==> config.mk <==
export PLATFORM = sky130hd
export DESIGN_NAME = next_prime_search
export DESIGN_NICKNAME = d
export VERILOG_FILES = /design/src/hdl/nps_pkg.sv /design/src/hdl/next_prime_search.sv /design/src/hdl/nps_divider.sv
export SDC_FILE = /design/constraint.sdc
export NUM_CORES = 1
export LEC_CHECK = 0
export BUFFER_PORTS_ARGS = -buffer_cell sky130_fd_sc_hd__buf_4
export CAP_MARGIN = 10
export CORE_MARGIN = 2
export CORE_UTILIZATION = 65
export DETAILED_ROUTE_END_ITERATION = 10
export GPL_ROUTABILITY_DRIVEN = 0
export GPL_TIMING_DRIVEN = 0
export PLACE_DENSITY_LB_ADDON = 0.15
export SYNTH_ARGS = -nofsm -noshare
export SYNTH_HDL_FRONTEND = slang
export SYNTH_HIERARCHICAL = 1
export SYNTH_SLANG_ARGS = --single-unit
==> constraint.sdc <==
create_clock -name clk_i -period 9.04 [get_ports clk_i]
set_input_delay 1.808 -clock clk_i [delete_from_list [all_inputs] [get_ports clk_i]]
set_output_delay 1.808 -clock clk_i [all_outputs]
set_load 0.01 [all_outputs]
==> src/hdl/nps_pkg.sv <==
// ----------------------------------------------------------------------------
// nps_pkg
// Widths and state codes shared by the next prime search block.
// ----------------------------------------------------------------------------
package nps_pkg;

  // Start value width; candidates carry one extra bit for the doubled bound.
  localparam int WIDTH   = 32;
  localparam int PRIME_W = WIDTH + 1;
  // Trial divisors never exceed sqrt(2^PRIME_W) + 2.
  localparam int DIV_W   = (PRIME_W + 1) / 2 + 1;
  localparam int CNT_W   = $clog2(PRIME_W);

  typedef enum logic [2:0] {
    S_IDLE = 3'b001,
    S_CAND = 3'b010,
    S_DIV  = 3'b100
  } state_e;

endpackage

==> src/hdl/next_prime_search.sv <==
// ----------------------------------------------------------------------------
// next_prime_search
// Smallest prime in [start, 2*start) by trial division.
// ----------------------------------------------------------------------------
// A transaction starts when start is high while busy is low; start_value_i is
// sampled at that edge. The block then walks candidates upward from the start
// value and tests each by trial division with odd divisors 3, 5, 7, ... until
// a divisor hits or the divisor passes the square root (divisor > quotient).
// When done, done_o pulses for exactly one cycle with prime_value_o and
// found_o; the receiver cannot stall, so the result must be taken in that
// cycle (the values then hold until the next result). Start values 0 and 1
// have no prime in range: prime_value_o is 0 and found_o is 0. Latency is
// data dependent: each candidate is first screened (small or even values),
// and each odd divisor tried costs a full serial division, since the divider
// produces one quotient bit per cycle over the 33-bit candidate. A prime
// near 2^32 takes about 32768 divisors; composites usually drop out after
// a few divisors. busy stays high from acceptance until the cycle
// before done_o, and a new transaction may start in the same cycle that
// done_o shows.
// ----------------------------------------------------------------------------
module next_prime_search (
  input  logic                        clk_i,
  input  logic                        rst_ni,
  input  logic                        start,
  output logic                        busy,
  input  logic [nps_pkg::WIDTH-1:0]   start_value_i,
  output logic                        done_o,
  output logic [nps_pkg::PRIME_W-1:0] prime_value_o,
  output logic                        found_o
);

  nps_pkg::state_e state_q, state_d;

  logic [nps_pkg::PRIME_W-1:0] cand_q, cand_d;    // candidate under test
  logic [nps_pkg::PRIME_W-1:0] limit_q, limit_d;  // exclusive upper bound
  logic [nps_pkg::DIV_W-1:0]   dvs_q, dvs_d;      // current trial divisor
  logic [nps_pkg::PRIME_W-1:0] res_q, res_d;
  logic                        found_q, found_d;
  logic                        done_q, done_d;

  logic                        div_load;
  logic                        div_done;
  logic [nps_pkg::PRIME_W-1:0] div_quo;
  logic [nps_pkg::DIV_W-1:0]   div_rem;

  nps_divider u_div (
    .clk_i      (clk_i),
    .rst_ni     (rst_ni),
    .load_i     (div_load),
    .dividend_i (cand_q),
    .divisor_i  (dvs_d),
    .done_o     (div_done),
    .quotient_o (div_quo),
    .remainder_o(div_rem)
  );

  always_comb begin
    state_d  = state_q;
    cand_d   = cand_q;
    limit_d  = limit_q;
    dvs_d    = dvs_q;
    res_d    = res_q;
    found_d  = found_q;
    done_d   = 1'b0;
    div_load = 1'b0;
    case (state_q)
      nps_pkg::S_IDLE: begin
        if (start) begin
          cand_d  = nps_pkg::PRIME_W'(start_value_i);
          limit_d = {start_value_i, 1'b0};  // one bit wider, never wraps
          state_d = nps_pkg::S_CAND;
        end
      end
      nps_pkg::S_CAND: begin
        if (cand_q >= limit_q) begin
          // range exhausted (only for start 0 or 1)
          res_d   = '0;
          found_d = 1'b0;
          done_d  = 1'b1;
          state_d = nps_pkg::S_IDLE;
        end else if (cand_q[nps_pkg::PRIME_W-1:1] == '0) begin
          cand_d = cand_q + nps_pkg::PRIME_W'(1);      // 0 and 1: not prime
        end else if (cand_q[nps_pkg::PRIME_W-1:2] == '0) begin
          res_d   = cand_q;                            // 2 and 3: prime
          found_d = 1'b1;
          done_d  = 1'b1;
          state_d = nps_pkg::S_IDLE;
        end else if (!cand_q[0]) begin
          cand_d = cand_q + nps_pkg::PRIME_W'(1);      // even, above 2
        end else begin
          dvs_d    = nps_pkg::DIV_W'(3);
          div_load = 1'b1;
          state_d  = nps_pkg::S_DIV;
        end
      end
      nps_pkg::S_DIV: begin
        if (div_done) begin
          if (div_quo < nps_pkg::PRIME_W'(dvs_q)) begin
            // divisor passed the square root: no factor exists
            res_d   = cand_q;
            found_d = 1'b1;
            done_d  = 1'b1;
            state_d = nps_pkg::S_IDLE;
          end else if (div_rem == '0) begin
            cand_d  = cand_q + nps_pkg::PRIME_W'(1);
            state_d = nps_pkg::S_CAND;
          end else begin
            dvs_d    = dvs_q + nps_pkg::DIV_W'(2);
            div_load = 1'b1;
          end
        end
      end
      default: begin
        state_d = nps_pkg::S_IDLE;
      end
    endcase
  end

  always_ff @(posedge clk_i or negedge rst_ni) begin
    if (!rst_ni) begin
      state_q <= nps_pkg::S_IDLE;
      done_q  <= 1'b0;
    end else begin
      state_q <= state_d;
      done_q  <= done_d;
    end
  end

  always_ff @(posedge clk_i) begin
    cand_q  <= cand_d;
    limit_q <= limit_d;
    dvs_q   <= dvs_d;
    res_q   <= res_d;
    found_q <= found_d;
  end

  assign busy          = (state_q != nps_pkg::S_IDLE);
  assign done_o        = done_q;
  assign prime_value_o = res_q;
  assign found_o       = found_q;

endmodule

==> src/hdl/nps_divider.sv <==
// ----------------------------------------------------------------------------
// nps_divider
// Bit-serial restoring divider: one quotient bit per clock cycle.
// ----------------------------------------------------------------------------
module nps_divider (
  input  logic                        clk_i,
  input  logic                        rst_ni,
  input  logic                        load_i,
  input  logic [nps_pkg::PRIME_W-1:0] dividend_i,
  input  logic [nps_pkg::DIV_W-1:0]   divisor_i,
  output logic                        done_o,
  output logic [nps_pkg::PRIME_W-1:0] quotient_o,
  output logic [nps_pkg::DIV_W-1:0]   remainder_o
);

  logic                        active_q, active_d;
  logic                        done_q, done_d;
  logic [nps_pkg::CNT_W-1:0]   cnt_q, cnt_d;
  logic [nps_pkg::PRIME_W-1:0] quo_q, quo_d;
  logic [nps_pkg::DIV_W-1:0]   rem_q, rem_d;
  logic [nps_pkg::DIV_W-1:0]   dvs_q, dvs_d;
  logic [nps_pkg::DIV_W:0]     rem_ext;
  logic [nps_pkg::DIV_W-1:0]   rem_sub;
  logic                        ge;

  // Dividend bits shift out the top, quotient bits shift in at the bottom.
  assign rem_ext = {rem_q, quo_q[nps_pkg::PRIME_W-1]};
  assign ge      = rem_ext >= {1'b0, dvs_q};
  // difference is below the divisor whenever it is used, so the low bits suffice
  assign rem_sub = rem_ext[nps_pkg::DIV_W-1:0] - dvs_q;

  always_comb begin
    active_d = active_q;
    done_d   = 1'b0;
    cnt_d    = cnt_q;
    quo_d    = quo_q;
    rem_d    = rem_q;
    dvs_d    = dvs_q;
    if (load_i) begin
      active_d = 1'b1;
      cnt_d    = '0;
      quo_d    = dividend_i;
      rem_d    = '0;
      dvs_d    = divisor_i;
    end else if (active_q) begin
      quo_d = {quo_q[nps_pkg::PRIME_W-2:0], ge};
      rem_d = ge ? rem_sub : rem_ext[nps_pkg::DIV_W-1:0];
      cnt_d = cnt_q + nps_pkg::CNT_W'(1);
      if (cnt_q == nps_pkg::CNT_W'(nps_pkg::PRIME_W - 1)) begin
        active_d = 1'b0;
        done_d   = 1'b1;
      end
    end
  end

  always_ff @(posedge clk_i or negedge rst_ni) begin
    if (!rst_ni) begin
      active_q <= 1'b0;
      done_q   <= 1'b0;
      cnt_q    <= '0;
    end else begin
      active_q <= active_d;
      done_q   <= done_d;
      cnt_q    <= cnt_d;
    end
  end

  always_ff @(posedge clk_i) begin
    quo_q <= quo_d;
    rem_q <= rem_d;
    dvs_q <= dvs_d;
  end

  assign done_o      = done_q;
  assign quotient_o  = quo_q;
  assign remainder_o = rem_q;

endmodule

Word-level counts from Yosys, hierarchy flattened
Cells that the tools add are included.
{"block": "op_classes", "addsub": 4, "order_cmp": 3, "eq_ne": 17, "muxes": 63, "reduce_logical": 11}
{"operator": "$mux 33", "n": 15}
{"operator": "$mux 18", "n": 8}
{"operator": "$pmux 33 s3", "n": 1}
{"operator": "$pmux 33 s2", "n": 1}
{"operator": "$pmux 18 s2", "n": 1}
{"operator": "$add 33x1->33 const B", "n": 1}
{"operator": "$ge 33x33->1", "n": 1}
{"operator": "$lt 33x18->1", "n": 1}
{"operator": "$logic_not 32->1", "n": 1}
{"operator": "$logic_not 31->1", "n": 1}
{"operator": "$mux 3", "n": 8}
{"operator": "$mux 1", "n": 23}
{"operator": "$ge 19x18->1", "n": 1}
{"operator": "$add 18x2->18 const B", "n": 1}
{"operator": "$logic_not 18->1", "n": 1}
{"operator": "$sub 18x18->18", "n": 1}
{"operator": "$ne 3x3->1 const B", "n": 5}
{"operator": "$mux 6", "n": 2}
{"operator": "$ne 2x2->1 const B", "n": 5}
{"operator": "$reduce_and 5->1", "n": 2}
{"operator": "$pmux 3 s3", "n": 1}
{"operator": "$reduce_and 8->1", "n": 1}
{"operator": "$reduce_and 7->1", "n": 1}
{"operator": "$add 6x1->6 const B", "n": 1}
{"operator": "11 further kinds", "n": 14}
{"block": "word_totals", "ff_bits": 198, "in_bits": 35, "output_inout_bits": 36, "wordCells": 112}

Depth between registers and ports, before layout
{"block": "depth", "ltp_word": 6, "mapped_depth": 14, "mapped_depth_nobuf": 13}

By module
Netlist, hierarchy kept.
{"module": "next_prime_search", "n_inst": 1, "cells_each": 635, "area_each_um2": 6666.4, "seq_area_each_um2": 3434.5}
{"module": "nps_divider", "n_inst": 1, "cells_each": 386, "area_each_um2": 4296.6, "seq_area_each_um2": 2092.0}

Least setup slack after synthesis
OpenSTA, ideal clock, no wires.
{"block": "synth_path", "path_type": "input-to-reg", "startpoint": "input start", "endpoint": "register cand_q[10] (netlist name) (enable)", "setup_ns": 0.461, "t_arrival_ns": 4.366, "required_time_ns": 8.579, "setup_slack_ns": 4.213, "path_stages": 4, "n_path_buf": 0, "path_cell_list": "nand3_1 a21oi_1 a21oi_1 nor3_1"}
{"block": "synth_via", "elab_chain_cells": 2}
{"element": "start: declaration", "line": "next_prime_search.sv:24", "rtl": "input logic start,"}
{"element": "$ne 2x2->1 (no line)"}
{"element": "$reduce_and 8->1 (no line)"}
{"element": "end signal: assignment", "line": "next_prime_search.sv:130", "rtl": "cand_q <= cand_d;"}
{"element": "end: declaration", "line": "next_prime_search.sv:34", "rtl": "logic [nps_pkg::PRIME_W-1:0] cand_q, cand_d;"}
No other way between the ends.
A chain may end at the register's enable or synchronous reset.

==> flow_summary.rst <==
.. list-table::
   :header-rows: 1

   * - Metric
     - Value
   * - Number of I/O port buffers
     - 70
   * - Number of nets in the synthesized netlist
     - around 1100
   * - 1st-pass router iterations
     - 5
   * - Post-Synthesis Cell Area
     - 0.0110 sq mm
   * - Drt first-iter violations
     - ~730
   * - Static power due to leakage
     - between 4 and 5 nW
   * - RSZ-0062 raised after global routing
     - false
   * - Data arrival time of the critical path
     - around 5.6 ns
   * - Required time of the critical path
     - between 9 and 10 ns
   * - Number of synthesized register bits
     - 198
   * - Final standard cell area without fillers
     - between 0.01 and 0.015 sq mm
   * - Hold bufs inserted after CTS
     - 0
   * - Type of the most critical hold path
     - flop to flop
   * - Initial core utilization
     - 0.663
   * - Sort of element at the start of the critical path
     - flop
   * - Post-cts sizing count
     - 0
   * - Antenna violations before repair
     - 0
   * - Post-route core utilization
     - 0.755
   * - Peak clock frequency supported by timing
     - about 0.19 GHz
   * - Sinks on the clock net
     - 198
   * - Final-stage net count
     - approximately 1200
   * - Share of the yosys chip area belonging to registers
     - 0.504
   * - Placed Instance Area
     - between 0.01 and 0.015 sq mm
   * - TritonCTS clock tree
     - yes
   * - Wire length of the first global-routing pass
     - about 43000 microns
   * - Clock-pin transition on the worst setup and hold timing paths
     - around 0.070 ns
   * - Wirelength per Cell
     - 20.2 microns
   * - Fraction of power spent switching nets
     - 0.395
   * - Gate power share
     - 0.407
   * - Sum of negative setup slack
     - 0 ns
   * - Vias in the first global route
     - 8324
   * - Vias
     - around 8500
   * - Area added between synthesis and finish
     - 13.9%
   * - Clock tree root driver cell
     - sky130_fd_sc_hd__clkbuf_16
   * - Antenna-violating nets left
     - 0
   * - Rows
     - 47
   * - Hold slack
     - about 0.52 ns
   * - Number of CTS-inserted buffers
     - 17
   * - Synth warn
     - 6
   * - Final HPWL DP
     - a little under 20000 microns
   * - Number of filler instances in the final layout
     - ~1100
   * - PwrDens
     - roughly 330 mW/mm^2
   * - Unique masters post-synth
     - 76
   * - Overflow left after global routing
     - 0
   * - Part of the cycle the worst path needs
     - 0.596
   * - Worst-Margin Slew
     - 0.937 ns
   * - Share of flip-flops with an asynchronous set or reset after synthesis
     - 0.0606
   * - Largest net degree at the start of global routing
     - 34
   * - Worst ir drop on vdd
     - between 0.00015 and 0.0002 V
   * - Core Region
     - about 0.017 sq mm
   * - Setup violations, final
     - 0
   * - Wirelength, routed
     - approximately 27000 microns
   * - Worst relative slew slack
     - 0.374
   * - Portion of total power attributed to sequential cells
     - 0.405
   * - Via density
     - 6.33
   * - Clock latency at the later pin of the worst-skew pair
     - 0.44 ns
   * - Net switching power
     - around 1.6 mW
   * - Result of the run
     - completed
   * - Hold Fails Final Rpt
     - 0
   * - Post-detailed-route DRC marker count
     - 0
   * - Total of max-cap violations
     - 0
   * - Die Span X
     - 134 microns
   * - Max Clock Skew
     - 0.0128 ns
   * - Final Critical Period
     - roughly 5.4 ns
   * - Maximum buffer depth of the clock tree
     - 2
   * - CP Class
     - flop to flop
   * - Vert. Die Dim
     - approximately 130 microns
   * - Number of synthesized flops with an enable pin
     - 150
   * - Int Pwr
     - 2.46 mW
   * - Total Die Area
     - around 0.018 sq mm
   * - Pins Over Slew Limit
     - 0
   * - H-tree levels
     - 4
   * - Number of primary I/O pins
     - 71
   * - All-layer global routing usage
     - 0.310
   * - Antenna diode instance count
     - 0
   * - Sort of element at the end of the critical path
     - flop
   * - Clock Power Share
     - 0.188
   * - Post-synthesis instance total
     - a little over 1000
   * - Maximum fanout along the worst path
     - 27
   * - Primary flip-flop cell chosen by synthesis mapping
     - sky130_fd_sc_hd__edfxtp_1
   * - Avg Synthesized Cell Area
     - between 10 and 15 sq um
   * - # Post-CTS Setup Buffers
     - 0
   * - Fraction of layout cells with a size suffix above 1
     - 0.161
## layout by cell type (no fill, tap or decap), types with 19 or more instances in the layout
cell / Yosys / routed
sky130_fd_sc_hd__edfxtp_1: 150 / 150
sky130_fd_sc_hd__inv_1: 87 / 87
sky130_fd_sc_hd__buf_4: 3 / 73
sky130_fd_sc_hd__o21ai_0: 47 / 47
sky130_fd_sc_hd__o21ai_1: 20 / 20
sky130_fd_sc_hd__clkbuf_1: 18 / 19
sky130_fd_sc_hd__nand3_1: 23 / 23
sky130_fd_sc_hd__dfxtp_1: 36 / 36
sky130_fd_sc_hd__nor2b_1: 32 / 32
sky130_fd_sc_hd__nor2_1: 51 / 50
sky130_fd_sc_hd__mux2_2: 33 / 33
sky130_fd_sc_hd__ha_1: 72 / 72
sky130_fd_sc_hd__nor4_1: 22 / 22
sky130_fd_sc_hd__nand2_1: 98 / 98
sky130_fd_sc_hd__xor2_1: 23 / 23
sky130_fd_sc_hd__a21oi_1: 39 / 39
## final cells by class
class / instances / area [sq um] / area share
Buffer: 40 / 211 / 0.0169
Clock buffer: 18 / 429 / 0.0344
Clock inverter: 14 / 169 / 0.0135
Inverter: 88 / 330 / 0.0265
Multi-Input combinational cell: 695 / 4910 / 0.393
Sequential cell: 198 / 5530 / 0.443
Tap cell: 220 / 275 / 0.0221
Timing Repair Buffer: 76 / 634 / 0.0508
## critical path, stage by stage, from the launching register on
cell	delay (ns)
sky130_fd_sc_hd__dfxtp_1	0.38
sky130_fd_sc_hd__inv_1	0.06
sky130_fd_sc_hd__ha_1	0.19
sky130_fd_sc_hd__nor4_1	0.36
sky130_fd_sc_hd__nand4_1	0.32
sky130_fd_sc_hd__a2111oi_0	0.48
sky130_fd_sc_hd__o21ai_1	0.35
sky130_fd_sc_hd__nand2_2	0.26
sky130_fd_sc_hd__buf_4	0.22
sky130_fd_sc_hd__nand2_1	0.57
sky130_fd_sc_hd__nor2_1	0.67
sky130_fd_sc_hd__clkbuf_1	0.57
sky130_fd_sc_hd__inv_1	0.39
sky130_fd_sc_hd__buf_16	0.28
## sequential cells by signal, summed over array words and instances, names as in the netlist, 3 cells and up
name	count
limit_q	32
u_div/quotient_o	33
state_q	3
u_div/cnt_q	6
u_div/remainder_o	18
u_div/dvs_q	18
prime_value_o	33
dvs_q	18
cand_q	33
## power groups by stage
stage | registers (mW) | clock network [mW] | logic, mW
3_3_place_gp | 1.66 | 0 | 1.50
6_report | 1.65 | 0.764 | 1.65
3_5_place_dp | 1.66 | 0 | 1.59
4_1_cts | 1.64 | 0.769 | 1.61
5_1_grt | 1.68 | 0.801 | 1.81
2_1_floorplan | 1.56 | 0 | 1.18
## cell families (layout without fill, tap and decap cells)
family	count (synthesis)	in the layout	share of synthesized area
AOI/OAI and AO/OA	216	216	0.135
xor gates and xnor gates	40	40	0.0320
adders and majority gates	73	73	0.0840
buffers and inverters	128	236	0.0494
DFF	198	198	0.504
muxes	37	37	0.0375
and+or+nand+nor	329	329	0.158
## final timing paths
check / from / slack [ns] / cells after the start / end
max in group asynchronous: rst_ni / 7.59 / 1 / state_q[0]$_DFFE_PN1P_
hold reg to reg: u_div/remainder_o[2]$_SDFFE_PP0P_ / 0.52 / 2 / u_div/remainder_o[3]$_SDFFE_PP0P_
setup reg to reg: dvs_q[17]$_DFF_P_ / 3.65 / 13 / u_div/quotient_o[0]$_DFFE_PP_
min in group asynchronous: rst_ni / 1.21 / 1 / done_o$_DFF_PN0_
setup / recovery: dvs_q[17]$_DFF_P_ / 3.65 / 13 / u_div/quotient_o[0]$_DFFE_PP_
hold / removal: u_div/remainder_o[2]$_SDFFE_PP0P_ / 0.52 / 2 / u_div/remainder_o[3]$_SDFFE_PP0P_
## synth_stat cells, drive strengths merged (3+ instances only)
cell / count / area (sq um)
edfxtp: 150 / 4500
nand2: 100 / 380
inv: 88 / 330
ha: 72 / 901
o21ai: 70 / 362
nor2: 51 / 191
a21oi: 39 / 195
dfxtp: 36 / 721
mux2: 33 / 372
nor2b: 32 / 200
nand3: 23 / 115
nor4: 23 / 159
xor2: 23 / 201
buf: 22 / 144
nor3: 20 / 126
nand4: 19 / 131
clkbuf: 18 / 67.6
xnor2: 17 / 149
a21o: 15 / 113
o211ai: 14 / 105
o31ai: 13 / 97.6
nand2b: 12 / 75.1
or4: 12 / 90.1
dfrtp: 11 / 275
a221o: 10 / 100
and3: 10 / 62.6
a211oi: 9 / 67.6
and4: 7 / 61.3
or3: 7 / 46.3
o221ai: 6 / 65.1
a31oi: 4 / 25.0
and2: 4 / 25.0
mux2i: 4 / 40.0
o21a: 4 / 30.0
o311a: 4 / 40.0
a2111oi: 3 / 45.1
a31o: 3 / 26.3
nor3b: 3 / 22.5
o41ai: 3 / 26.3
## stage by stage
step	total power, mW	instances	setup slack (ns)
floorplan	2.73	1021	4.21
global placement	3.17	1311	2.66
detailed placement	3.25	1316	3.52
CTS	4.02	1348	3.50
global route	4.29	1349	3.42
finish	4.06	1349	3.65
## routing by layer
layer	GRT usage	part of all wire	up-vias
met5	0	0	-
met1	0.390	0.40	4130
met2	0.537	0.51	372
met3	0.0582	0.063	57
met4	0.111	0.029	0
li1	-	-	3976
No activity file was read; power rests on OpenSTA's default activity.
